### config.mk
export PLATFORM = sky130hd
export DESIGN_NAME = i2c_master_byte_engine_unit_flat
export DESIGN_NICKNAME = d
export VERILOG_FILES = /design/src/rtl/i2cm_pkg.sv /design/src/rtl/i2cm_if.sv /design/src/rtl/i2c_master_byte_engine_unit.sv /design/src/rtl/i2cm_front.sv /design/src/rtl/i2cm_queue.sv /design/src/rtl/i2cm_seq.sv /design/src/flat_wrapper.sv
export SDC_FILE = /design/constraint.sdc
export NUM_CORES = 1
export LEC_CHECK = 0
export BUFFER_PORTS_ARGS = -buffer_cell sky130_fd_sc_hd__clkbuf_2
export CORE_MARGIN = 2
export CORE_UTILIZATION = 63
export CTS_BUF_LIST = sky130_fd_sc_hd__clkbuf_4
export CTS_CLUSTER_SIZE = 16
export DETAILED_ROUTE_END_ITERATION = 8
export PLACE_DENSITY = 0.81
export RECOVER_POWER = 25
export SYNTH_ARGS = -nofsm -noshare
export SYNTH_HDL_FRONTEND = slang
export SYNTH_SLANG_ARGS = --single-unit
### constraint.sdc
create_clock -name clk -period 4.1 [get_ports clk]
set_clock_uncertainty 0.15 [all_clocks]
set_input_delay 0.615 -clock clk [delete_from_list [all_inputs] [get_ports clk]]
set_output_delay 0.615 -clock clk [all_outputs]
set_load 0.03 [all_outputs]
### src/rtl/i2cm_pkg.sv
`timescale 1ns / 1ps
// ----------------------------------------------------------------------------
// I2C master byte engine package
// Shared widths, command and status codes, bus phase encoding and the
// classified tick item that passes from the front end to the sequencer.
// ----------------------------------------------------------------------------
package i2cm_pkg;

    localparam int REQ_W   = 3;
    localparam int ADDR_W  = 7;
    localparam int BYTE_W  = 8;
    localparam int CNT_W   = 16;
    localparam int RETRY_W = 8;
    localparam int STAT_W  = 2;
    localparam int BIT_W   = 4;
    localparam int CFG_IDX_W  = 2;
    localparam int CFG_DATA_W = 16;

    // Depth of the queue between front end and sequencer
    localparam int QUEUE_DEPTH_DEF = 2;

    // Register reset values
    localparam logic [CNT_W-1:0]   TPD_RESET   = 16'd80;
    localparam logic [CNT_W-1:0]   TMO_RESET   = 16'd65535;
    localparam logic [RETRY_W-1:0] RETRY_RESET = 8'd0;

    // Configuration register indexes
    localparam logic [CFG_IDX_W-1:0] CFG_TICKS_PER_DELAY = 2'd0;
    localparam logic [CFG_IDX_W-1:0] CFG_ACK_TIMEOUT     = 2'd1;
    localparam logic [CFG_IDX_W-1:0] CFG_RETRY_LIMIT     = 2'd2;

    // Request codes as they arrive on the input channel
    localparam logic [REQ_W-1:0] REQ_NONE  = 3'd0;
    localparam logic [REQ_W-1:0] REQ_START = 3'd1;
    localparam logic [REQ_W-1:0] REQ_STOP  = 3'd2;
    localparam logic [REQ_W-1:0] REQ_ADDR  = 3'd3;
    localparam logic [REQ_W-1:0] REQ_WRITE = 3'd4;
    localparam logic [REQ_W-1:0] REQ_READ  = 3'd5;

    // Completion status codes
    localparam logic [STAT_W-1:0] ST_OK        = 2'd0;
    localparam logic [STAT_W-1:0] ST_ADDR_NACK = 2'd1;
    localparam logic [STAT_W-1:0] ST_DATA_NACK = 2'd2;

    localparam logic [BIT_W-1:0] BITS_PER_BYTE = 4'd8;

    typedef enum logic [2:0] {
        CMD_NONE    = 3'd0,
        CMD_START   = 3'd1,
        CMD_STOP    = 3'd2,
        CMD_ADDR    = 3'd3,
        CMD_WR_BYTE = 3'd4,
        CMD_RD_BYTE = 3'd5
    } cmd_t;

    typedef enum logic [14:0] {
        PH_IDLE       = 15'h0001,
        PH_START1     = 15'h0002,
        PH_START2     = 15'h0004,
        PH_BIT_SETUP  = 15'h0008,
        PH_BIT_HIGH   = 15'h0010,
        PH_BIT_LOW    = 15'h0020,
        PH_ACK_SETUP  = 15'h0040,
        PH_ACK_HIGH   = 15'h0080,
        PH_ACK_POLL   = 15'h0100,
        PH_STOP1      = 15'h0200,
        PH_STOP2      = 15'h0400,
        PH_RD_LOW     = 15'h0800,
        PH_RD_HIGH    = 15'h1000,
        PH_RACK_SETUP = 15'h2000,
        PH_RACK_HIGH  = 15'h4000
    } phase_t;

    // One classified timebase tick
    typedef struct packed {
        cmd_t              cmd;
        logic [BYTE_W-1:0] addr_byte;
        logic [BYTE_W-1:0] tx_byte;
        logic              read_ack;
        logic              sda_in;
    } tick_t;

    // Engine configuration as seen by the sequencer
    typedef struct packed {
        logic [CNT_W-1:0]   ticks_per_delay;
        logic [CNT_W-1:0]   ack_timeout;
        logic [RETRY_W-1:0] retry_limit;
    } cfg_t;

endpackage

### src/rtl/i2cm_if.sv
`timescale 1ns / 1ps
// ----------------------------------------------------------------------------
// I2C master byte engine channel interfaces
// Tick input channel, result output channel and configuration write channel.
// ----------------------------------------------------------------------------
interface i2cm_in_if;
    logic                       valid;
    logic                       ready;
    logic [i2cm_pkg::REQ_W-1:0] req_type;
    logic [i2cm_pkg::ADDR_W-1:0] dev_addr;
    logic                       rw_bit;
    logic [i2cm_pkg::BYTE_W-1:0] tx_byte;
    logic                       read_ack;
    logic                       sda_in;

    modport source (output valid, req_type, dev_addr, rw_bit, tx_byte, read_ack, sda_in,
                    input ready);
    modport sink (input valid, req_type, dev_addr, rw_bit, tx_byte, read_ack, sda_in,
                  output ready);
endinterface

interface i2cm_out_if;
    logic                        valid;
    logic                        ready;
    logic                        scl_out;
    logic                        sda_out;
    logic                        sda_oe;
    logic                        busy_res;
    logic                        done_res;
    logic [i2cm_pkg::STAT_W-1:0] status;
    logic [i2cm_pkg::BYTE_W-1:0] rx_byte;

    modport source (output valid, scl_out, sda_out, sda_oe, busy_res, done_res, status,
                    rx_byte, input ready);
    modport sink (input valid, scl_out, sda_out, sda_oe, busy_res, done_res, status,
                  rx_byte, output ready);
endinterface

interface i2cm_cfg_if;
    logic                            valid;
    logic                            ready;
    logic [i2cm_pkg::CFG_IDX_W-1:0]  reg_index;
    logic [i2cm_pkg::CFG_DATA_W-1:0] wdata;

    modport source (output valid, reg_index, wdata, input ready);
    modport sink (input valid, reg_index, wdata, output ready);
endinterface

### src/rtl/i2c_master_byte_engine_unit.sv
`timescale 1ns / 1ps
// ----------------------------------------------------------------------------
// I2C master byte engine
// Bit-level I2C master: start, stop, address phase with retries, byte write
// with acknowledge timeout and byte read with ACK or NACK plus stop.
// ----------------------------------------------------------------------------
//
//   channel  | dir | handshake     | payload
//   ---------+-----+---------------+-------------------------------------------
//   in_ch    | in  | valid / ready | req_type dev_addr rw_bit tx_byte read_ack
//            |     |               | sda_in
//   out_ch   | out | valid / ready | scl_out sda_out sda_oe busy_res done_res
//            |     |               | status rx_byte
//   cfg      | in  | valid / ready | reg_index wdata (ready held high)
//
// Every input item is one bus timebase tick and yields exactly one result item.
// Throughput is one item per clock unless the output stalls, set by the sequencer's phase
// update; an item passes through the queue write, then the registered result slot.
// Reset is asynchronous and active low; there is no clearing pass, so items are
// accepted straight after reset.
// A stalled output holds the result slot and halts the sequencer; the front end
// keeps taking items until the queue (QUEUE_DEPTH items) is full.
// ----------------------------------------------------------------------------
module i2c_master_byte_engine_unit #(
    parameter int QUEUE_DEPTH = i2cm_pkg::QUEUE_DEPTH_DEF
) (
    input  logic        clk,
    input  logic        rst_n,
    i2cm_in_if.sink     in_ch,
    i2cm_out_if.source  out_ch,
    i2cm_cfg_if.sink    cfg
);
    import i2cm_pkg::*;

    // Configuration registers
    logic [CNT_W-1:0]   tpd_reg;
    logic [CNT_W-1:0]   tmo_reg;
    logic [RETRY_W-1:0] retry_reg;
    cfg_t               cfg_vals;

    // Front end to queue, queue to sequencer
    logic  q_space;
    logic  push;
    tick_t push_item;
    logic  q_avail;
    logic  pop;
    tick_t pop_item;

    // Always take configuration writes; indexes past the list are dropped
    assign cfg.ready = 1'b1;

    always_ff @(posedge clk or negedge rst_n)
    begin
        if (!rst_n)
        begin
            tpd_reg   <= TPD_RESET;
            tmo_reg   <= TMO_RESET;
            retry_reg <= RETRY_RESET;
        end
        else if (cfg.valid)
        begin
            case (cfg.reg_index)
                CFG_TICKS_PER_DELAY: tpd_reg   <= cfg.wdata;
                CFG_ACK_TIMEOUT:     tmo_reg   <= cfg.wdata;
                CFG_RETRY_LIMIT:     retry_reg <= cfg.wdata[RETRY_W-1:0];
                default:
                begin
                end
            endcase
        end
    end

    always_comb
    begin
        cfg_vals.ticks_per_delay = tpd_reg;
        cfg_vals.ack_timeout     = tmo_reg;
        cfg_vals.retry_limit     = retry_reg;
    end

    // Accept and classify ticks
    i2cm_front u_front (
        .in_ch     (in_ch),
        .q_space   (q_space),
        .push      (push),
        .push_item (push_item)
    );

    // Decouple acceptance from the sequencer
    i2cm_queue #(
        .DEPTH (QUEUE_DEPTH)
    ) u_queue (
        .clk       (clk),
        .rst_n     (rst_n),
        .push      (push),
        .push_item (push_item),
        .space     (q_space),
        .pop       (pop),
        .avail     (q_avail),
        .pop_item  (pop_item)
    );

    // Drive the bus phases and hold the result slot
    i2cm_seq u_seq (
        .clk        (clk),
        .rst_n      (rst_n),
        .cfg        (cfg_vals),
        .tick_avail (q_avail),
        .tick       (pop_item),
        .pop        (pop),
        .out_ch     (out_ch)
    );

endmodule

### src/rtl/i2cm_front.sv
`timescale 1ns / 1ps
// ----------------------------------------------------------------------------
// I2C master front end
// Accept ticks while the queue has room and classify the request field.
// ----------------------------------------------------------------------------
module i2cm_front (
    i2cm_in_if.sink        in_ch,
    input  logic           q_space,
    output logic           push,
    output i2cm_pkg::tick_t push_item
);
    import i2cm_pkg::*;

    cmd_t cmd;

    // Fold unknown request codes into no request
    always_comb
    begin
        case (in_ch.req_type)
            REQ_START: cmd = CMD_START;
            REQ_STOP:  cmd = CMD_STOP;
            REQ_ADDR:  cmd = CMD_ADDR;
            REQ_WRITE: cmd = CMD_WR_BYTE;
            REQ_READ:  cmd = CMD_RD_BYTE;
            default:   cmd = CMD_NONE;
        endcase
    end

    assign in_ch.ready = q_space;
    assign push        = in_ch.valid && q_space;

    always_comb
    begin
        push_item.cmd       = cmd;
        push_item.addr_byte = {in_ch.dev_addr, in_ch.rw_bit};
        push_item.tx_byte   = in_ch.tx_byte;
        push_item.read_ack  = in_ch.read_ack;
        push_item.sda_in    = in_ch.sda_in;
    end

endmodule

### src/rtl/i2cm_queue.sv
`timescale 1ns / 1ps
// ----------------------------------------------------------------------------
// I2C master tick queue
// Short first-in first-out store between front end and sequencer.
// ----------------------------------------------------------------------------
module i2cm_queue #(
    parameter int DEPTH = i2cm_pkg::QUEUE_DEPTH_DEF
) (
    input  logic            clk,
    input  logic            rst_n,
    input  logic            push,
    input  i2cm_pkg::tick_t push_item,
    output logic            space,
    input  logic            pop,
    output logic            avail,
    output i2cm_pkg::tick_t pop_item
);
    import i2cm_pkg::*;

    localparam int PTR_W = (DEPTH > 1) ? $clog2(DEPTH) : 1;
    localparam int CNT_QW = $clog2(DEPTH + 1);
    localparam logic [PTR_W-1:0]  LAST_PTR = PTR_W'(DEPTH - 1);
    localparam logic [CNT_QW-1:0] FULL_CNT = CNT_QW'(DEPTH);

    tick_t             store [DEPTH];
    logic [PTR_W-1:0]  wr_ptr_reg, wr_ptr_next;
    logic [PTR_W-1:0]  rd_ptr_reg, rd_ptr_next;
    logic [CNT_QW-1:0] count_reg, count_next;

    assign space    = (count_reg != FULL_CNT);
    assign avail    = (count_reg != '0);
    assign pop_item = store[rd_ptr_reg];

    always_comb
    begin
        wr_ptr_next = wr_ptr_reg;
        rd_ptr_next = rd_ptr_reg;
        count_next  = count_reg;
        if (push)
        begin
            wr_ptr_next = (wr_ptr_reg == LAST_PTR) ? '0 : wr_ptr_reg + PTR_W'(1);
        end
        if (pop)
        begin
            rd_ptr_next = (rd_ptr_reg == LAST_PTR) ? '0 : rd_ptr_reg + PTR_W'(1);
        end
        if (push && !pop)
        begin
            count_next = count_reg + CNT_QW'(1);
        end
        else if (pop && !push)
        begin
            count_next = count_reg - CNT_QW'(1);
        end
    end

    always_ff @(posedge clk or negedge rst_n)
    begin
        if (!rst_n)
        begin
            wr_ptr_reg <= '0;
            rd_ptr_reg <= '0;
            count_reg  <= '0;
        end
        else
        begin
            wr_ptr_reg <= wr_ptr_next;
            rd_ptr_reg <= rd_ptr_next;
            count_reg  <= count_next;
        end
    end

    always_ff @(posedge clk)
    begin
        if (push)
        begin
            store[wr_ptr_reg] <= push_item;
        end
    end

    a_count_bound: assert property (@(posedge clk) disable iff (!rst_n)
        count_reg <= FULL_CNT)
        else $error("queue count beyond depth");

    a_pop_drains: assert property (@(posedge clk) disable iff (!rst_n)
        (pop && !push) |=> (count_reg == $past(count_reg) - CNT_QW'(1)))
        else $error("queue count did not drop on pop");

    a_no_pop_empty: assert property (@(posedge clk) disable iff (!rst_n)
        pop |-> (count_reg != '0))
        else $error("pop from empty queue");

endmodule

### src/rtl/i2cm_seq.sv
`timescale 1ns / 1ps
// ----------------------------------------------------------------------------
// I2C master bus sequencer
// Advance the bus phase machine by one tick per queued item and register
// the bus levels and status as one result item.
// ----------------------------------------------------------------------------
module i2cm_seq (
    input  logic            clk,
    input  logic            rst_n,
    input  i2cm_pkg::cfg_t  cfg,
    input  logic            tick_avail,
    input  i2cm_pkg::tick_t tick,
    output logic            pop,
    i2cm_out_if.source      out_ch
);
    import i2cm_pkg::*;

    phase_t              phase_reg, phase_next;
    cmd_t                kind_reg, kind_next;
    logic [BIT_W-1:0]    bit_reg, bit_next;
    logic [BYTE_W-1:0]   shifter_reg, shifter_next;
    logic [CNT_W-1:0]    delay_reg, delay_next;
    logic [CNT_W-1:0]    ackw_reg, ackw_next;
    logic [RETRY_W-1:0]  retries_reg, retries_next;
    logic                scl_reg, scl_next;
    logic                sda_reg, sda_next;
    logic                drive_reg, drive_next;
    logic [STAT_W-1:0]   status_reg, status_next;
    logic [BYTE_W-1:0]   addr_byte_reg, addr_byte_next;
    logic                rack_reg, rack_next;
    logic [BYTE_W-1:0]   rx_reg, rx_next;
    logic                done;

    logic [CNT_W-1:0]    load_val;
    logic [CNT_W-1:0]    tmo_lim;
    logic [CNT_W-1:0]    ackw_inc;
    logic [BIT_W-1:0]    bit_inc;
    logic [BYTE_W-1:0]   shifted;
    logic                expired;

    logic                out_valid_reg;
    logic                res_scl_reg, res_sda_reg, res_oe_reg, res_busy_reg, res_done_reg;
    logic [STAT_W-1:0]   res_status_reg;
    logic [BYTE_W-1:0]   res_rx_reg;

    assign load_val = (cfg.ticks_per_delay == '0) ? CNT_W'(1) : cfg.ticks_per_delay;
    assign tmo_lim  = (cfg.ack_timeout == '0) ? CNT_W'(1) : cfg.ack_timeout;
    assign ackw_inc = ackw_reg + CNT_W'(1);
    assign bit_inc  = bit_reg + BIT_W'(1);
    assign shifted  = {shifter_reg[BYTE_W-2:0], 1'b0};
    assign expired  = (delay_reg <= CNT_W'(1));

    // Take a tick whenever the result slot is free or being emptied
    assign pop = tick_avail && (!out_valid_reg || out_ch.ready);

    always_comb
    begin
        phase_next     = phase_reg;
        kind_next      = kind_reg;
        bit_next       = bit_reg;
        shifter_next   = shifter_reg;
        delay_next     = delay_reg;
        ackw_next      = ackw_reg;
        retries_next   = retries_reg;
        scl_next       = scl_reg;
        sda_next       = sda_reg;
        drive_next     = drive_reg;
        status_next    = status_reg;
        addr_byte_next = addr_byte_reg;
        rack_next      = rack_reg;
        rx_next        = rx_reg;
        done           = 1'b0;

        if (phase_reg == PH_IDLE)
        begin
            case (tick.cmd)
                CMD_START, CMD_ADDR:
                begin
                    kind_next  = tick.cmd;
                    drive_next = 1'b1;
                    scl_next   = 1'b1;
                    sda_next   = 1'b1;
                    phase_next = PH_START1;
                    delay_next = load_val;
                    if (tick.cmd == CMD_ADDR)
                    begin
                        addr_byte_next = tick.addr_byte;
                        retries_next   = cfg.retry_limit;
                    end
                end
                CMD_STOP:
                begin
                    kind_next  = CMD_STOP;
                    drive_next = 1'b1;
                    scl_next   = 1'b0;
                    sda_next   = 1'b0;
                    phase_next = PH_STOP1;
                    delay_next = load_val;
                end
                CMD_WR_BYTE:
                begin
                    kind_next    = CMD_WR_BYTE;
                    shifter_next = tick.tx_byte;
                    bit_next     = '0;
                    drive_next   = 1'b1;
                    sda_next     = tick.tx_byte[BYTE_W-1];
                    phase_next   = PH_BIT_SETUP;
                    delay_next   = load_val;
                end
                CMD_RD_BYTE:
                begin
                    kind_next    = CMD_RD_BYTE;
                    rack_next    = tick.read_ack;
                    shifter_next = '0;
                    bit_next     = '0;
                    drive_next   = 1'b0;
                    scl_next     = 1'b0;
                    phase_next   = PH_RD_LOW;
                    delay_next   = load_val;
                end
                default:
                begin
                end
            endcase
        end
        else if (phase_reg == PH_ACK_POLL)
        begin
            if (!tick.sda_in)
            begin
                scl_next    = 1'b0;
                phase_next  = PH_IDLE;
                status_next = ST_OK;
                done        = 1'b1;
            end
            else
            begin
                ackw_next = ackw_inc;
                if (ackw_inc >= tmo_lim)
                begin
                    drive_next = 1'b1;
                    scl_next   = 1'b0;
                    sda_next   = 1'b0;
                    phase_next = PH_STOP1;
                    delay_next = load_val;
                end
            end
        end
        else if (!expired)
        begin
            delay_next = delay_reg - CNT_W'(1);
        end
        else
        begin
            delay_next = '0;
            case (phase_reg)
                PH_START1:
                begin
                    sda_next   = 1'b0;
                    phase_next = PH_START2;
                    delay_next = load_val;
                end
                PH_START2:
                begin
                    scl_next = 1'b0;
                    if (kind_reg == CMD_ADDR)
                    begin
                        shifter_next = addr_byte_reg;
                        bit_next     = '0;
                        drive_next   = 1'b1;
                        sda_next     = addr_byte_reg[BYTE_W-1];
                        phase_next   = PH_BIT_SETUP;
                        delay_next   = load_val;
                    end
                    else
                    begin
                        phase_next  = PH_IDLE;
                        status_next = ST_OK;
                        done        = 1'b1;
                    end
                end
                PH_BIT_SETUP:
                begin
                    scl_next   = 1'b1;
                    phase_next = PH_BIT_HIGH;
                    delay_next = load_val;
                end
                PH_BIT_HIGH:
                begin
                    scl_next   = 1'b0;
                    phase_next = PH_BIT_LOW;
                    delay_next = load_val;
                end
                PH_BIT_LOW:
                begin
                    bit_next     = bit_inc;
                    shifter_next = shifted;
                    delay_next   = load_val;
                    if (bit_inc < BITS_PER_BYTE)
                    begin
                        sda_next   = shifted[BYTE_W-1];
                        phase_next = PH_BIT_SETUP;
                    end
                    else
                    begin
                        sda_next   = 1'b1;
                        drive_next = 1'b0;
                        phase_next = PH_ACK_SETUP;
                    end
                end
                PH_ACK_SETUP:
                begin
                    scl_next   = 1'b1;
                    phase_next = PH_ACK_HIGH;
                    delay_next = load_val;
                end
                PH_ACK_HIGH:
                begin
                    ackw_next  = '0;
                    phase_next = PH_ACK_POLL;
                end
                PH_STOP1:
                begin
                    scl_next   = 1'b1;
                    sda_next   = 1'b1;
                    phase_next = PH_STOP2;
                    delay_next = load_val;
                end
                PH_STOP2:
                begin
                    if (kind_reg == CMD_ADDR && retries_reg != '0)
                    begin
                        retries_next = retries_reg - RETRY_W'(1);
                        drive_next   = 1'b1;
                        scl_next     = 1'b1;
                        sda_next     = 1'b1;
                        phase_next   = PH_START1;
                        delay_next   = load_val;
                    end
                    else
                    begin
                        phase_next = PH_IDLE;
                        done       = 1'b1;
                        if (kind_reg == CMD_ADDR)
                        begin
                            status_next = ST_ADDR_NACK;
                        end
                        else if (kind_reg == CMD_WR_BYTE)
                        begin
                            status_next = ST_DATA_NACK;
                        end
                        else
                        begin
                            status_next = ST_OK;
                            if (kind_reg == CMD_RD_BYTE)
                            begin
                                rx_next = shifter_reg;
                            end
                        end
                    end
                end
                PH_RD_LOW:
                begin
                    scl_next     = 1'b1;
                    shifter_next = {shifter_reg[BYTE_W-2:0], tick.sda_in};
                    phase_next   = PH_RD_HIGH;
                    delay_next   = load_val;
                end
                PH_RD_HIGH:
                begin
                    bit_next   = bit_inc;
                    scl_next   = 1'b0;
                    delay_next = load_val;
                    if (bit_inc < BITS_PER_BYTE)
                    begin
                        phase_next = PH_RD_LOW;
                    end
                    else
                    begin
                        drive_next = 1'b1;
                        sda_next   = !rack_reg;
                        phase_next = PH_RACK_SETUP;
                    end
                end
                PH_RACK_SETUP:
                begin
                    scl_next   = 1'b1;
                    phase_next = PH_RACK_HIGH;
                    delay_next = load_val;
                end
                PH_RACK_HIGH:
                begin
                    scl_next = 1'b0;
                    if (rack_reg)
                    begin
                        rx_next     = shifter_reg;
                        phase_next  = PH_IDLE;
                        status_next = ST_OK;
                        done        = 1'b1;
                    end
                    else
                    begin
                        drive_next = 1'b1;
                        sda_next   = 1'b0;
                        phase_next = PH_STOP1;
                        delay_next = load_val;
                    end
                end
                default:
                begin
                    phase_next = PH_IDLE;
                end
            endcase
        end
    end

    always_ff @(posedge clk or negedge rst_n)
    begin
        if (!rst_n)
        begin
            phase_reg     <= PH_IDLE;
            kind_reg      <= CMD_NONE;
            bit_reg       <= '0;
            shifter_reg   <= '0;
            delay_reg     <= '0;
            ackw_reg      <= '0;
            retries_reg   <= '0;
            scl_reg       <= 1'b1;
            sda_reg       <= 1'b1;
            drive_reg     <= 1'b1;
            status_reg    <= ST_OK;
            addr_byte_reg <= '0;
            rack_reg      <= 1'b0;
            rx_reg        <= '0;
        end
        else if (pop)
        begin
            phase_reg     <= phase_next;
            kind_reg      <= kind_next;
            bit_reg       <= bit_next;
            shifter_reg   <= shifter_next;
            delay_reg     <= delay_next;
            ackw_reg      <= ackw_next;
            retries_reg   <= retries_next;
            scl_reg       <= scl_next;
            sda_reg       <= sda_next;
            drive_reg     <= drive_next;
            status_reg    <= status_next;
            addr_byte_reg <= addr_byte_next;
            rack_reg      <= rack_next;
            rx_reg        <= rx_next;
        end
    end

    // Result slot
    always_ff @(posedge clk or negedge rst_n)
    begin
        if (!rst_n)
        begin
            out_valid_reg <= 1'b0;
        end
        else if (pop)
        begin
            out_valid_reg <= 1'b1;
        end
        else if (out_ch.ready)
        begin
            out_valid_reg <= 1'b0;
        end
    end

    always_ff @(posedge clk)
    begin
        if (pop)
        begin
            res_scl_reg    <= scl_next;
            res_sda_reg    <= drive_next & sda_next;
            res_oe_reg     <= drive_next;
            res_busy_reg   <= (phase_next != PH_IDLE);
            res_done_reg   <= done;
            res_status_reg <= status_next;
            res_rx_reg     <= rx_next;
        end
    end

    assign out_ch.valid    = out_valid_reg;
    assign out_ch.scl_out  = res_scl_reg;
    assign out_ch.sda_out  = res_sda_reg;
    assign out_ch.sda_oe   = res_oe_reg;
    assign out_ch.busy_res = res_busy_reg;
    assign out_ch.done_res = res_done_reg;
    assign out_ch.status   = res_status_reg;
    assign out_ch.rx_byte  = res_rx_reg;

    a_pop_slot_free: assert property (@(posedge clk) disable iff (!rst_n)
        pop |-> (!out_valid_reg || out_ch.ready))
        else $error("tick taken while result slot is held");

    a_done_not_busy: assert property (@(posedge clk) disable iff (!rst_n)
        (pop && done) |=> (out_ch.done_res && !out_ch.busy_res))
        else $error("finished command still reported busy");

    a_released_low: assert property (@(posedge clk) disable iff (!rst_n)
        (out_ch.valid && !out_ch.sda_oe) |-> !out_ch.sda_out)
        else $error("sda_out high while SDA released");

    a_poll_no_delay: assert property (@(posedge clk) disable iff (!rst_n)
        (phase_reg == PH_ACK_POLL) |-> (delay_reg == '0))
        else $error("delay counter live during acknowledge poll");

endmodule
### src/flat_wrapper.sv
// flat-port wrapper written by rule: the top's interface ports become plain ports
module i2c_master_byte_engine_unit_flat import i2cm_pkg::*;
#(
    parameter int QUEUE_DEPTH = i2cm_pkg::QUEUE_DEPTH_DEF
)
  (clk, rst_n, in_ch_valid, in_ch_req_type, in_ch_dev_addr, in_ch_rw_bit, in_ch_tx_byte, in_ch_read_ack, in_ch_sda_in, in_ch_ready, out_ch_valid, out_ch_scl_out, out_ch_sda_out, out_ch_sda_oe, out_ch_busy_res, out_ch_done_res, out_ch_status, out_ch_rx_byte, out_ch_ready, cfg_valid, cfg_reg_index, cfg_wdata, cfg_ready);
  i2cm_in_if in_ch_i ();
  i2cm_out_if out_ch_i ();
  i2cm_cfg_if cfg_i ();
  input  logic clk;
  input  logic rst_n;
  input wire logic [$bits(in_ch_i.valid)-1:0] in_ch_valid;
  input wire logic [$bits(in_ch_i.req_type)-1:0] in_ch_req_type;
  input wire logic [$bits(in_ch_i.dev_addr)-1:0] in_ch_dev_addr;
  input wire logic [$bits(in_ch_i.rw_bit)-1:0] in_ch_rw_bit;
  input wire logic [$bits(in_ch_i.tx_byte)-1:0] in_ch_tx_byte;
  input wire logic [$bits(in_ch_i.read_ack)-1:0] in_ch_read_ack;
  input wire logic [$bits(in_ch_i.sda_in)-1:0] in_ch_sda_in;
  output wire logic [$bits(in_ch_i.ready)-1:0] in_ch_ready;
  output wire logic [$bits(out_ch_i.valid)-1:0] out_ch_valid;
  output wire logic [$bits(out_ch_i.scl_out)-1:0] out_ch_scl_out;
  output wire logic [$bits(out_ch_i.sda_out)-1:0] out_ch_sda_out;
  output wire logic [$bits(out_ch_i.sda_oe)-1:0] out_ch_sda_oe;
  output wire logic [$bits(out_ch_i.busy_res)-1:0] out_ch_busy_res;
  output wire logic [$bits(out_ch_i.done_res)-1:0] out_ch_done_res;
  output wire logic [$bits(out_ch_i.status)-1:0] out_ch_status;
  output wire logic [$bits(out_ch_i.rx_byte)-1:0] out_ch_rx_byte;
  input wire logic [$bits(out_ch_i.ready)-1:0] out_ch_ready;
  input wire logic [$bits(cfg_i.valid)-1:0] cfg_valid;
  input wire logic [$bits(cfg_i.reg_index)-1:0] cfg_reg_index;
  input wire logic [$bits(cfg_i.wdata)-1:0] cfg_wdata;
  output wire logic [$bits(cfg_i.ready)-1:0] cfg_ready;
  assign in_ch_i.valid = in_ch_valid;
  assign in_ch_i.req_type = in_ch_req_type;
  assign in_ch_i.dev_addr = in_ch_dev_addr;
  assign in_ch_i.rw_bit = in_ch_rw_bit;
  assign in_ch_i.tx_byte = in_ch_tx_byte;
  assign in_ch_i.read_ack = in_ch_read_ack;
  assign in_ch_i.sda_in = in_ch_sda_in;
  assign in_ch_ready = in_ch_i.ready;
  assign out_ch_valid = out_ch_i.valid;
  assign out_ch_scl_out = out_ch_i.scl_out;
  assign out_ch_sda_out = out_ch_i.sda_out;
  assign out_ch_sda_oe = out_ch_i.sda_oe;
  assign out_ch_busy_res = out_ch_i.busy_res;
  assign out_ch_done_res = out_ch_i.done_res;
  assign out_ch_status = out_ch_i.status;
  assign out_ch_rx_byte = out_ch_i.rx_byte;
  assign out_ch_i.ready = out_ch_ready;
  assign cfg_i.valid = cfg_valid;
  assign cfg_i.reg_index = cfg_reg_index;
  assign cfg_i.wdata = cfg_wdata;
  assign cfg_ready = cfg_i.ready;
  i2c_master_byte_engine_unit #(.QUEUE_DEPTH(QUEUE_DEPTH)) u_core (.clk(clk), .rst_n(rst_n), .in_ch(in_ch_i), .out_ch(out_ch_i), .cfg(cfg_i));
endmodule
# After elaboration in Yosys (flattened, before gate mapping)
# Memory sizes are Yosys's and may differ from the RTL's.
# Index checks and enable logic that the tools add are counted.
# Widths: inputs -> output; s select.
[word_totals]
in_bits = 44
output_inout_bits = 18
mem_bits_rw = 42
reg_bits = 152
word_cells = 244
mem_count = 1
[memory_table]
columns = ["memory", "words", "width", "read_ports", "rd_clocked_by_memory_dff", "wr", "line", "text"]
rows = [
  ["u_core.u_queue.store", 2, 21, 1, 0, 1, "i2cm_queue.sv:25", "tick_t store [DEPTH];"],
]
[classes]
add_sub_neg = 8
n_lt_le_gt_ge = 3
reduce_logical = 45
muxes = 115
n_eq_ne = 42
n_bitwise = 2
[ops]
columns = ["op", "count"]
rows = [
  ["$mux 16", 15],
  ["$pmux 15 s13", 1],
  ["$mux 8", 19],
  ["$mux 15", 5],
  ["$pmux 16 s4", 1],
  ["$pmux 15 s4", 1],
  ["$mux 1", 38],
  ["$logic_not 16->1", 2],
  ["$pmux 8 s2", 2],
  ["$mux 2", 12],
  ["$mux 4", 6],
  ["$pmux 8 s3", 1],
  ["$eq 3x3->1 const B", 6],
  ["$add 16x1->16 const B", 1],
  ["$ge 16x16->1", 1],
  ["$le 16x1->1 const B", 1],
  ["$reduce_bool 2->1", 8],
  ["$sub 16x1->16 const B", 1],
  ["$eq 15x1->1 const B", 1],
  ["$eq 15x10->1 const B", 1],
  ["$eq 15x11->1 const B", 1],
  ["$eq 15x12->1 const B", 1],
  ["$eq 15x13->1 const B", 1],
  ["$eq 15x14->1 const B", 1],
  ["55 further kinds", 88],
]

# Logic depth before layout (Yosys ltp)
# Gate-level depths: netlist of run 1.
[depth]
depth_word = 9
mapped_depth = 18
ltp_nobuf = 15

# Modules after synthesis
# A second synthesis of run 1 with hierarchy kept.
[hier_totals]
hier_cells = 1047
hier_area_um2 = 10742.8
[modules_own_cells]
columns = ["module", "n_inst", "seq_area_each_um2", "area_each_um2", "cells_each"]
rows = [
  ["i2cm_seq", 1, 2782.7, 7317.0, 856],
  ["i2cm_queue", 1, 1361.3, 1709.1, 81],
  ["i2c_master_byte_engine_unit", 1, 1023.5, 1545.2, 87],
  ["i2cm_front", 1, 0.0, 171.4, 23],
]

# Worst setup path before layout of run 1
# No wires, ideal clock.
[synth_path]
kind = "register to register"
start = "register u_core.u_seq.ackw_reg[0]"
end = "register u_core.u_seq.delay_reg[7]"
setup_time_ns = 0.124
period_less_slack_ns = 3.744
arrival_time_ns = 3.470
path_slack_ns = 0.356
t_required_ns = 3.826
path_stages_with_launch = 16
path_buffers = 2
cell_sequence = "dfrtp_1 ha_1 nand3_1 nor2_1 and3_1 clkbuf_1 nand3_1 xnor2_1 ha_1 nand4_1 o41a_1 o31ai_1 nand2_1 buf_4 o21a_1 a211o_1"
[synth_via]
elab_chain_len = 4
[synth_rtl]
columns = ["element", "line", "text"]
rows = [
  ["start, declared", "i2cm_seq.sv:23", "logic [CNT_W-1:0] ackw_reg, ackw_next;"],
  ["start signal, assigned", "i2cm_seq.sv:342", "ackw_reg <= ackw_next;"],
  ["$add 16x1->16", "i2cm_seq.sv:48", "assign ackw_inc = ackw_reg + CNT_W'(1);"],
  ["$ge 16x16->1", "i2cm_seq.sv:138", "if (ackw_inc >= tmo_lim)"],
  ["$ne 3x2->1 (no source line)", "-", ""],
  ["$reduce_and 4->1 (no source line)", "-", ""],
  ["end signal, assigned", "i2cm_seq.sv:341", "delay_reg <= delay_next;"],
  ["end, declared", "i2cm_seq.sv:22", "logic [CNT_W-1:0] delay_reg, delay_next;"],
]
# No other way between the ends.
# A chain may end at the register's enable or synchronous reset.

# Worst setup path in the final report of run 1
[layout_path]
start = "register u_core.u_seq.ackw_reg[0]"
end = "register u_core.u_seq.delay_reg[15]"
# The elaborated chain is that of the path after synthesis.

==> results.md, run 1 <==
- Syn nets: ~1000
- Critical Path Fanout Max: 11
- Hpwl dp: between 15000 and 20000 µm
- Crit start category: flip-flop
- Routability-driven placement congestion ratio: ~0.98
- Slew HR: -0.5316
- Worst r2r path cells: 16
- Cell row count: 46
- Die H: 131.4 µm
- Synthesized flop and latch total: 194
- Antenna-violating nets left: 0
- Hold Crit Class: input port to flip-flop
- Ant. Diodes: 0
- CTS root buf: clkbuf_4
- CTS Sinks: slightly below 200
- Endpoints failing hold: 0
- Clock slew at reported path FFs: ~0.19 ns
- Async SR Flop Fraction: 0.7062
- Global route overflow: 0
- # Post-CTS Setup Buffers: 0
- Core area: about 16000 µm²
- Met3 Usage GRT: 0.06289
- Max reg flops: 42
- Failing checks: capacitance limit, slew limit
- Reg2reg setup slack: between 0.2 and 0.3 ns
- CP Class: flip-flop to flip-flop
- Count leader, synth: dfrtp_1
- Post-synth top area share: 0.2816
- H-tree depth: 4
- Area Growth Syn to Fin: 9.784%
- Worst Setup SP: u_core.u_seq.ackw_reg[0]$_DFFE_PN0P_
- Final Max Slew Viols: between 90 and 100
- Pre-antenna DRT Iters: 5
- Yosys Warn Count: 0
- Tmin final: around 3.8 ns
- Seq/Total Area, Yosys: 0.5057
- Post-Syn Instances: 977
- Vias in the first global route: between 7000 and 8000
- Largest Register: u_core.u_queue.store
- Chip width: about 130 µm
- Vias per cell: around 6.3
- Nets: ~1100
- Worst slack, placed: slightly below 0.2 ns
- # DRC: 0
- Largest net degree at the start of global routing: 92
- Hold Path Depth: 1
- Final setup viols: 0
- Initial Util: 0.6433
- Syn_area_per_cell: between 10 and 15 µm²
- Post-Route Setup TNS: 0 ns
- Fin area: about 11000 µm²
- Worst-margin pin slew: around 2.3 ns
- Power Total: between 5 and 6 mW
- Final Core Density: 0.7062
- GR Util met1: 0.4143
- Grt met2 use: 0.4591
- Most instantiated cells after synthesis: 115 x dfrtp_1, 107 x nand2_1, 60 x nor2_1, 57 x edfxtp_1, 54 x mux2_2
- Critical R2R Launch: u_core.u_seq.ackw_reg[0]$_DFFE_PN0P_
- PwrDens: 452.3 nW/µm²
- Distinct cells, synth: 83
- Die area: roughly 17000 µm²
- Hold path start: in_ch_tx_byte[1]
- Post-synth EDFFs: between 50 and 60
- Initial DRC count: a little over 700
- Setup crit end kind: flip-flop
- GRT Overall Usage: 0.2938
- Placed cells: about 1200
- Ys flop type: dfrtp_1
- R2r endpoint: u_core.u_seq.delay_reg[15]$_DFFE_PN0P_
- Worst vdd ir: 435.4 µV
- Synth top area cells: dfrtp_1 28%, edfxtp_1 17%, mux2_2 6.0%
- Data arrival time of the worst path: roughly 4.2 ns
- TritonCTS clock tree: done
- Antenna violations before repair: 0
- Non-Filler Instances: about 1300
- Final worst setup slack: between 0.2 and 0.3 ns
- Leading area contributor after synthesis: dfrtp_1
- Clk_lat worst skew: between 0.6 and 0.7 ns
- Max frequency: about 260 MHz
- Fin crit share: 0.9326
- Placed Area: 10720 µm²
- Syn Std Cell Area: 10220 µm²
- PortBufs: 60
- Most Crowded Layer GR: met2
- Crit path to: u_core.u_seq.delay_reg[15]$_DFFE_PN0P_
- Status: finished, violations left
- Routed via count: 8009
- Clock buffer depth: 2
- I/O pin total: 62
- Routed WL: 24730 µm
- Leak: around 4.7 nW
- Total CTS buffers: 17
- Share of post-route cells with drive strength above 1: 0.1932
- First-pass GRT wire length: about 40000 µm
- RSZ-0062 raised after global routing: no
- Worst path required time: ~4.5 ns
- # Max-Cap Violations: 1
- Hold WS: between 0.05 and 0.06 ns
- Wirelength per Cell: around 19 µm
==> routing by layer <==
layer  part of all wire  vias up  wire length (µm)
met1               0.44     3905             10920
li1                   -     3736                 -
met3              0.068       46              1690
met2               0.47      322             11540
met5                  0        -                 0
met4              0.023        0               581
==> critical path, cell delays in order (launching register included) <==
cell,delay [ns]
dfrtp_1,0.45
and3_1,0.17
nand3_1,0.11
nor2_1,0.16
and3_2,0.25
and3_1,0.18
xor2_1,0.21
ha_1,0.29
a21oi_1,0.16
o211ai_1,0.11
a221oi_1,0.22
o41a_1,0.22
o31ai_2,0.10
buf_4,0.17
and2_2,0.25
and2_4,0.18
a221o_1,0.33
==> repair_timing <==
action                                  in CTS  in global routing
endpoints found under the setup margin       0                 11
hold endpoints to repair                    95                 14
hold buffers                                10                  7
resized for setup                            0                  5
==> area by class of cell <==
cell class | instances | area [µm²]
Multi-Input combinational cell | 703 | 4732
Fill cell | 1195 | 4667
Clock inverter | 15 | 214.0
Inverter | 35 | 131.4
Clock buffer | 17 | 127.6
Timing Repair Buffer | 92 | 575.6
Tap cell | 216 | 270.3
Sequential cell | 194 | 5167
==> how the worst min path moves through the flow <==
stage                                            endpoint
floorplan                 u_core.retry_reg[0]$_DFFE_PN0P_
global placement       u_core.u_seq.rx_reg[1]$_DFFE_PN0P_
detailed placement     u_core.u_seq.rx_reg[5]$_DFFE_PN0P_
CTS                  u_core.u_queue.store[0][7]$_DFFE_PP_
global route        u_core.u_queue.store[0][10]$_DFFE_PP_
finish               u_core.u_queue.store[1][3]$_DFFE_PP_
==> kinds of logic (layout without fill, tap and decap cells) <==
family,after synthesis,in the layout,synth area share
other cells,1,1,0.0003670
xor+xnor,24,24,0.02057
simple gates,337,337,0.1724
flops,194,194,0.5057
fa+ha+maj,25,25,0.03061
buf+inv,80,159,0.03392
compound gates,232,232,0.1474
mux,84,84,0.08902
==> cells in the final DEF, fill, tap and decap left out, types with 6 or more instances in the layout <==
master and count:
dfrtp_1 115, nand2_1 107, nor2_1 59, edfxtp_1 57
mux2_2 54, a21oi_1 52, o21ai_1 45, clkbuf_2 44
o21ai_0 35, inv_1 34, nand3_1 31, mux2i_1 29
ha_1 25, dfstp_2 22, nor3_1 21, clkbuf_4 17
dlygate4sd3_1 17, clkbuf_1 16, nand4_1 15, a22o_1 15
buf_4 14, xnor2_1 13, nor4_1 13, or3_1 11
xor2_1 10, nor3b_1 9, o22a_1 9, nand2b_1 8
a21o_1 8, and2_1 8, and3_1 7, a31oi_1 7
o211ai_1 6, nor4b_1 6, clkinv_8 6
==> power by group <==
group,internal [mW],switching (mW)
Combinational,0.493,0.889
Sequential,2.35,0.203
Clock,0.316,0.819
Total,3.16,1.91
(Power assumes the default switching activity.)
==> inputs of run 2 (changes only) <==
--- a/config.mk
+++ b/config.mk
@@ -7,11 +7,11 @@
 export LEC_CHECK = 0
 export BUFFER_PORTS_ARGS = -buffer_cell sky130_fd_sc_hd__clkbuf_2
 export CORE_MARGIN = 2
-export CORE_UTILIZATION = 63
+export CORE_UTILIZATION = 67
 export CTS_BUF_LIST = sky130_fd_sc_hd__clkbuf_4
 export CTS_CLUSTER_SIZE = 16
 export DETAILED_ROUTE_END_ITERATION = 8
-export PLACE_DENSITY = 0.81
+export PLACE_DENSITY = 0.86
 export RECOVER_POWER = 25
 export SYNTH_ARGS = -nofsm -noshare
 export SYNTH_HDL_FRONTEND = slang
==> constraint.sdc (replaced) <==
create_clock -name clk -period 4.4 [get_ports clk]
set_clock_uncertainty 0.15 [all_clocks]
set_input_delay 0.66 -clock clk [delete_from_list [all_inputs] [get_ports clk]]
set_output_delay 0.66 -clock clk [all_outputs]
set_load 0.03 [all_outputs]
==> results.md, run 2 (synthesis results as in run 1) <==
- Initial DRC count: 1147 (+62%)
- Placed cells: 1192 (-2.5%)
- Fin crit share: 0.9370 (+0.004379)
- Hold WS: 0.08833 ns (+0.03205 ns)
- Global route overflow: 0 (unchanged)
- Slowest stage delay, CP: 0.46 ns (about the same)
- Final setup viols: 0 (unchanged)
- # Max-Cap Violations: 1 (unchanged)
- Clock buffer depth: 2 (unchanged)
- # Post-CTS Setup Buffers: 0 (unchanged)
- Leak: 4.600 nW (-2.2%)
- Worst r2r path cells: 16 (unchanged)
- Worst path cell trace: and3_1 > nand3_1 > nor2_4 > and3_1 > and3_1 > xor2_1 > ha_1 > a21oi_1 > o211ai_1 > a221oi_1 > o41a_1 > o31ai_1 > buf_4 > and2_1 > and2_4 > a221o_1
- Antenna violations before repair: 1 (+1)
- Cell row count: 45 (-2.2%)
- Critical R2R Launch: u_core.u_seq.ackw_reg[0]$_DFFE_PN0P_
- CTS Sinks: 194 (unchanged)
- Share of post-route cells with drive strength above 1: 0.1871 (-0.006104)
- Clock power share: 0.227 (+0.003)
- Routability-driven placement congestion ratio: 0.9960 (+1.8%)
- CTS root buf: clkbuf_4
- Largest Register: u_core.u_queue.store
- Endpoints failing hold: 0 (unchanged)
- CP Class: flip-flop to flip-flop
- Data arrival time of the worst path: 4.47 ns (+0.27 ns)
- Share of power burned in registers: 0.503 (about the same)
- PortBufs: 60 (unchanged)
- Final Core Density: 0.7313 (+0.02505)
- Commonest non-fill, non-tap cell in the layout: dfrtp_1
- Most frequent cells in the layout: 115 x dfrtp_1, 106 x nand2_1, 58 x nor2_1
- Final worst setup slack: 0.2774 ns (+0.0009590 ns)
- Antenna-violating nets left: 0 (unchanged)
- Logic pwr share: 0.270 (-0.002)
- Crit start category: flip-flop
- Fin area: 10990 µm² (-2.0%)
- Initial Util: 0.6797 (+0.03646)
- Die H: 127.5 µm (-2.9%)
- Pre-antenna DRT Iters: 6 (+1)
- Worst-margin pin slew: 2.992 ns (+0.6947 ns)
- Power Total: 4.745 mW (-6.5%)
- Area Growth Syn to Fin: 7.579%
- Non-Filler Instances: 1226 (-3.6%)
- Worst vdd ir: 657.8 µV (+51%)
- Worst slack, placed: 0.2585 ns (+0.06366 ns)
- Max frequency: 242.6 MHz (-7.3%)
- Vias per cell: 6.610 (+5.0%)
- Hold Path End: u_core.u_queue.store[1][8]$_DFFE_PP_
- Slew HR: -0.9948 (-0.4631)
- Crit-path slowest cell: dfrtp_1
- Chip width: 127.5 µm (-2.9%)
- Post-Route Setup TNS: 0 ns (unchanged)
- Routed via count: 8104 (+1.2%)
- Vias in the first global route: 7724 (-1.2%)
- Placed Area: 10650 µm² (-0.65%)
- PwrDens: 431.7 nW/µm² (-4.6%)
- Hold Crit Class: input port to flip-flop
- TritonCTS clock tree: done
- Hold Path Depth: 1 (unchanged)
- P_sw: 1.768 mW (-7.5%)
- Wirelength per Cell: 20.02 µm (+3.0%)
- Clk_lat worst skew: 0.60 ns (-0.02 ns)
- Hold path start: in_ch_tx_byte[6]
- Core area: 15030 µm² (-5.4%)
- Final Max Slew Viols: 63 (-31%)
- Die area: 16260 µm² (-5.8%)
- I/O pin total: 62 (unchanged)
- Total CTS buffers: 17 (unchanged)
- Worst path required time: 4.75 ns (+0.28 ns)
- Nets: 1093 (-1.7%)
- Tmin final: 4.123 ns (+0.2990 ns)
- Largest net degree at the start of global routing: 63 (-32%)
- # DRC: 0 (unchanged)
- Hpwl dp: 17470 µm (-0.97%)
- Max reg flops: 42 (unchanged)
- Status: finished, violations left
- Sw Share: 0.3726 (-0.004181)
- Routed WL: 24550 µm (-0.74%)
- Critical Path Fanout Max: 11 (unchanged)
- First-pass GRT wire length: 39570 µm (-1.5%)
- Clock slew at reported path FFs: 0.19 ns (about the same)
- R2r endpoint: u_core.u_seq.delay_reg[15]$_DFFE_PN0P_
- GRT Overall Usage: 0.3104 (+0.01660)
- H-tree depth: 4 (unchanged)
- Failing checks: capacitance limit, slew limit
- Reg2reg setup slack: 0.28 ns (about the same)
- Most frequent CP cell: and3_1
- Setup crit end kind: flip-flop
- Internal power: 2.977 mW (-5.8%)
run 2: power by group through the flow:
stage               Combinational [mW]  Sequential [mW]  Clock [mW]
finish                            1.28             2.39        1.08
global placement                  1.22             2.40           0
floorplan                        0.834             2.44           0
detailed placement                1.26             2.42           0
global route                      1.41             2.42        1.14
CTS                               1.26             2.38        1.08
run 2: final cells by class:
class | instances | area (µm²)
Antenna cell | 1 | 2.502
Clock buffer | 17 | 127.6
Clock inverter | 15 | 221.5
Fill cell | 1077 | 4040
Inverter | 35 | 131.4
Multi-Input combinational cell | 703 | 4726
Sequential cell | 194 | 5167
Tap cell | 188 | 235.2
Timing Repair Buffer | 73 | 381.6
run 2: worst max path at each step:
stage / depth (start not counted) / end / startpoint / slack [ns]
detailed placement: 15 / u_core.u_seq.delay_reg[11]$_DFFE_PN0P_ / u_core.u_seq.ackw_reg[0]$_DFFE_PN0P_ / 0.26
global placement: 15 / u_core.u_seq.delay_reg[11]$_DFFE_PN0P_ / u_core.u_seq.ackw_reg[0]$_DFFE_PN0P_ / 0.38
finish: 16 / u_core.u_seq.delay_reg[15]$_DFFE_PN0P_ / u_core.u_seq.ackw_reg[0]$_DFFE_PN0P_ / 0.28
global route: 13 / u_core.u_seq.delay_reg[11]$_DFFE_PN0P_ / u_core.u_seq.ackw_reg[0]$_DFFE_PN0P_ / -0.03
CTS: 15 / u_core.u_seq.delay_reg[11]$_DFFE_PN0P_ / u_core.u_seq.ackw_reg[0]$_DFFE_PN0P_ / 0.13
floorplan: 15 / u_core.u_seq.delay_reg[7]$_DFFE_PN0P_ / u_core.u_seq.ackw_reg[0]$_DFFE_PN0P_ / 0.66
run 2: layer usage:
| layer | wire (µm) | global-route usage | vias to the layer above | part of all wire |
|---|---|---|---|---|
| li1 | - | - | 3702 | - |
| met1 | 10640 | 0.4604 | 3908 | 0.43 |
| met2 | 11270 | 0.4690 | 428 | 0.46 |
| met3 | 1983 | 0.05360 | 66 | 0.081 |
| met4 | 657 | 0.1080 | 0 | 0.027 |
| met5 | 0 | 0 | - | 0 |
run 2: worst max-delay path: cells and delay by family, from the launching register on:
family	cells	cell delay, ns
compound gates	6	1.16
fa+ha+maj	1	0.30
simple gates	7	1.53
buf+inv	1	0.19
xor+xnor	1	0.22
flops	1	0.46
run 2: repair_timing:
item,in CTS,in global routing
endpoints found under the setup margin,0,9
hold buffers,1,0
endpoints found under the hold margin,53,0
gates resized for setup,0,3
==> inputs of run 3 (changes only) <==
--- a/config.mk
+++ b/config.mk
@@ -6,6 +6,7 @@
 export NUM_CORES = 1
 export LEC_CHECK = 0
 export BUFFER_PORTS_ARGS = -buffer_cell sky130_fd_sc_hd__clkbuf_2
+export CORE_ASPECT_RATIO = 1.1
 export CORE_MARGIN = 2
 export CORE_UTILIZATION = 67
 export CTS_BUF_LIST = sky130_fd_sc_hd__clkbuf_4
==> results.md, run 3 (synthesis results as in run 1) <==
- Power Total: 4.710 mW (-0.76%)
- Data arrival time of the worst path: 4.35 ns (-0.12 ns)
- PwrDens: 428.8 nW/µm² (-0.67%)
- Largest Register: u_core.u_queue.store
- Critical R2R Launch: u_core.u_seq.ackw_reg[0]$_DFFE_PN0P_
- Pre-antenna DRT Iters: 8 (+2)
- RSZ-0062 raised after global routing: no
- Placed Area: 10660 µm² (+0.14%)
- Clock buffer depth: 2 (unchanged)
- Nets: 1093 (unchanged)
- Final Core Density: 0.7324 (+0.001163)
- Initial DRC count: 1120 (-2.4%)
- PortBufs: 60 (unchanged)
- Global route overflow: 0 (unchanged)
- Failing checks: capacitance limit, slew limit
- Fin area: 10980 µm² (about the same)
- Cell family with most CP delay: simple AND/OR/NAND/NOR gates
- Crit-path slowest cell: dfrtp_1
- Hold WS: 0.08446 ns (-0.003867 ns)
- Vias in the first global route: 7641 (-1.1%)
- Commonest non-fill, non-tap cell in the layout: dfrtp_1
- Cell row count: 47 (+4.4%)
- Most frequent cells in the layout: 115 x dfrtp_1, 107 x nand2_1, 59 x nor2_1
- Worst vdd ir: 421.4 µV (-36%)
- I/O pin total: 62 (unchanged)
- Critical path depth: 16 (unchanged)
- R2r endpoint: u_core.u_seq.delay_reg[15]$_DFFE_PN0P_
- Routed WL: 24020 µm (-2.2%)
- Buffer and inverter count on the worst path: 1 (unchanged)
- Max frequency: 249.6 MHz (+2.9%)
- Routability-driven placement congestion ratio: 0.9806 (-1.5%)
- Status: finished, violations left
- Tmin final: 4.007 ns (-0.1159 ns)
- Final setup viols: 0 (unchanged)
- Wirelength per Cell: 19.45 µm (-2.9%)
- Crit start category: flip-flop
- Hold Crit Class: input port to flip-flop
- Worst Setup SP: u_core.u_seq.ackw_reg[0]$_DFFE_PN0P_
- Antenna violations before repair: 1 (unchanged)
- Leak: 4.616 nW (+0.35%)
- Worst path required time: 4.74 ns (about the same)
- GRT Overall Usage: 0.3055 (-0.004889)
- # Max-Cap Violations: 1 (unchanged)
- Placed cells: 1201 (+0.76%)
- Worst-margin pin slew: 2.772 ns (-0.2202 ns)
- Largest net degree at the start of global routing: 112 (+78%)
- Worst path cell trace: and3_1 > nand3_1 > nor2_2 > and3_1 > and3_1 > xor2_1 > ha_1 > a21oi_1 > o211ai_1 > a221oi_1 > o41a_1 > o31ai_1 > buf_4 > and2_1 > and2_4 > a221o_1
- H-tree depth: 4 (unchanged)
- Worst slack, placed: 0.4004 ns (+0.1419 ns)
- Non-Filler Instances: 1235 (+0.73%)
- # DRC: 0 (unchanged)
- CTS root buf: clkbuf_4
- Antenna-violating nets left: 0 (unchanged)
- # fillers: 1091 (+1.3%)
- Post-Route Setup TNS: 0 ns (unchanged)
- CP Class: flip-flop to flip-flop
- # Post-CTS Setup Buffers: 0 (unchanged)
- TritonCTS clock tree: done
- Routed via count: 7952 (-1.9%)
- Core area: 15000 µm² (-0.25%)
- Hpwl dp: 17270 µm (-1.1%)
- Post-CTS Hold Buffers: 0 (-1)
- Die H: 133.5 µm (+4.7%)
- Die area: 16260 µm² (about the same)
- Slowest stage delay, CP: 0.46 ns (about the same)
- Slew HR: -0.8480 (+0.1468)
- Fin crit share: 0.9106 (-0.02635)
- First-pass GRT wire length: 38610 µm (-2.4%)
- Clk_lat worst skew: 0.60 ns (about the same)
- Setup crit end kind: flip-flop
- Chip width: 121.8 µm (-4.5%)
- Total CTS buffers: 17 (unchanged)
- CTS resizes: 0 (unchanged)
- Endpoints failing hold: 0 (unchanged)
- Share of post-route cells with drive strength above 1: 0.1938 (+0.006750)
- Final Max Slew Viols: 112 (+78%)
- Worst r2r path cells: 16 (unchanged)
- Final worst setup slack: 0.3933 ns (+0.1159 ns)
- Area Growth Syn to Fin: 7.481% (about the same)
- CTS Sinks: 194 (unchanged)
- Crit path to: u_core.u_seq.delay_reg[15]$_DFFE_PN0P_
- Max reg flops: 42 (unchanged)
- Critical Path Fanout Max: 11 (unchanged)
- Reg2reg setup slack: 0.39 ns (+0.12 ns)
- Clock slew at reported path FFs: 0.19 ns (about the same)
- Most frequent CP cell: and3_1
- Initial Util: 0.6814 (+0.001701)
- Vias per cell: 6.439 (-2.6%)
-- run 3: per-layer routing --
metal / part of all wire / wire length (µm) / GRT usage / vias to the layer above
met5: 0 / 0 / 0 / -
met4: 0.026 / 621 / 0.1105 / 0
met3: 0.072 / 1720 / 0.05437 / 56
met2: 0.47 / 11260 / 0.4687 / 344
met1: 0.43 / 10420 / 0.4405 / 3853
li1: - / - / - / 3699
-- run 3: worst min-delay path by stage --
stage | endpoint | from | cells after the start | slack, ns
finish | u_core.u_queue.store[0][15]$_DFFE_PP_ | in_ch_dev_addr[4] | 1 | 0.08
global route | u_core.u_queue.store[0][7]$_DFFE_PP_ | in_ch_tx_byte[5] | 1 | 0.05
CTS | u_core.u_seq.phase_reg[9]$_DFFE_PN0P_ | rst_n | 1 | 0.05
detailed placement | u_core.u_seq.rx_reg[6]$_DFFE_PN0P_ | u_core.u_seq.rx_reg[6]$_DFFE_PN0P_ | 2 | 0.32
global placement | u_core.u_seq.rx_reg[1]$_DFFE_PN0P_ | u_core.u_seq.rx_reg[1]$_DFFE_PN0P_ | 2 | 0.30
floorplan | u_core.retry_reg[0]$_DFFE_PN0P_ | rst_n | 0 | 0.21
-- run 3: power by group --
group	internal (mW)	switching (mW)	total (mW)
combinational	0.450	0.831	1.28
clock	0.296	0.749	1.04
sequential	2.19	0.191	2.38
-- run 3: final cells by class --
class | instances | area [µm²] | area share
Sequential cell | 194 | 5167 | 0.4705
Multi-Input combinational cell | 703 | 4716 | 0.4294
Timing Repair Buffer | 73 | 382.9 | 0.03486
Tap cell | 196 | 245.2 | 0.02233
Clock inverter | 15 | 207.7 | 0.01891
Inverter | 35 | 131.4 | 0.01196
Clock buffer | 17 | 127.6 | 0.01162
Antenna cell | 2 | 5.005 | 0.0004557
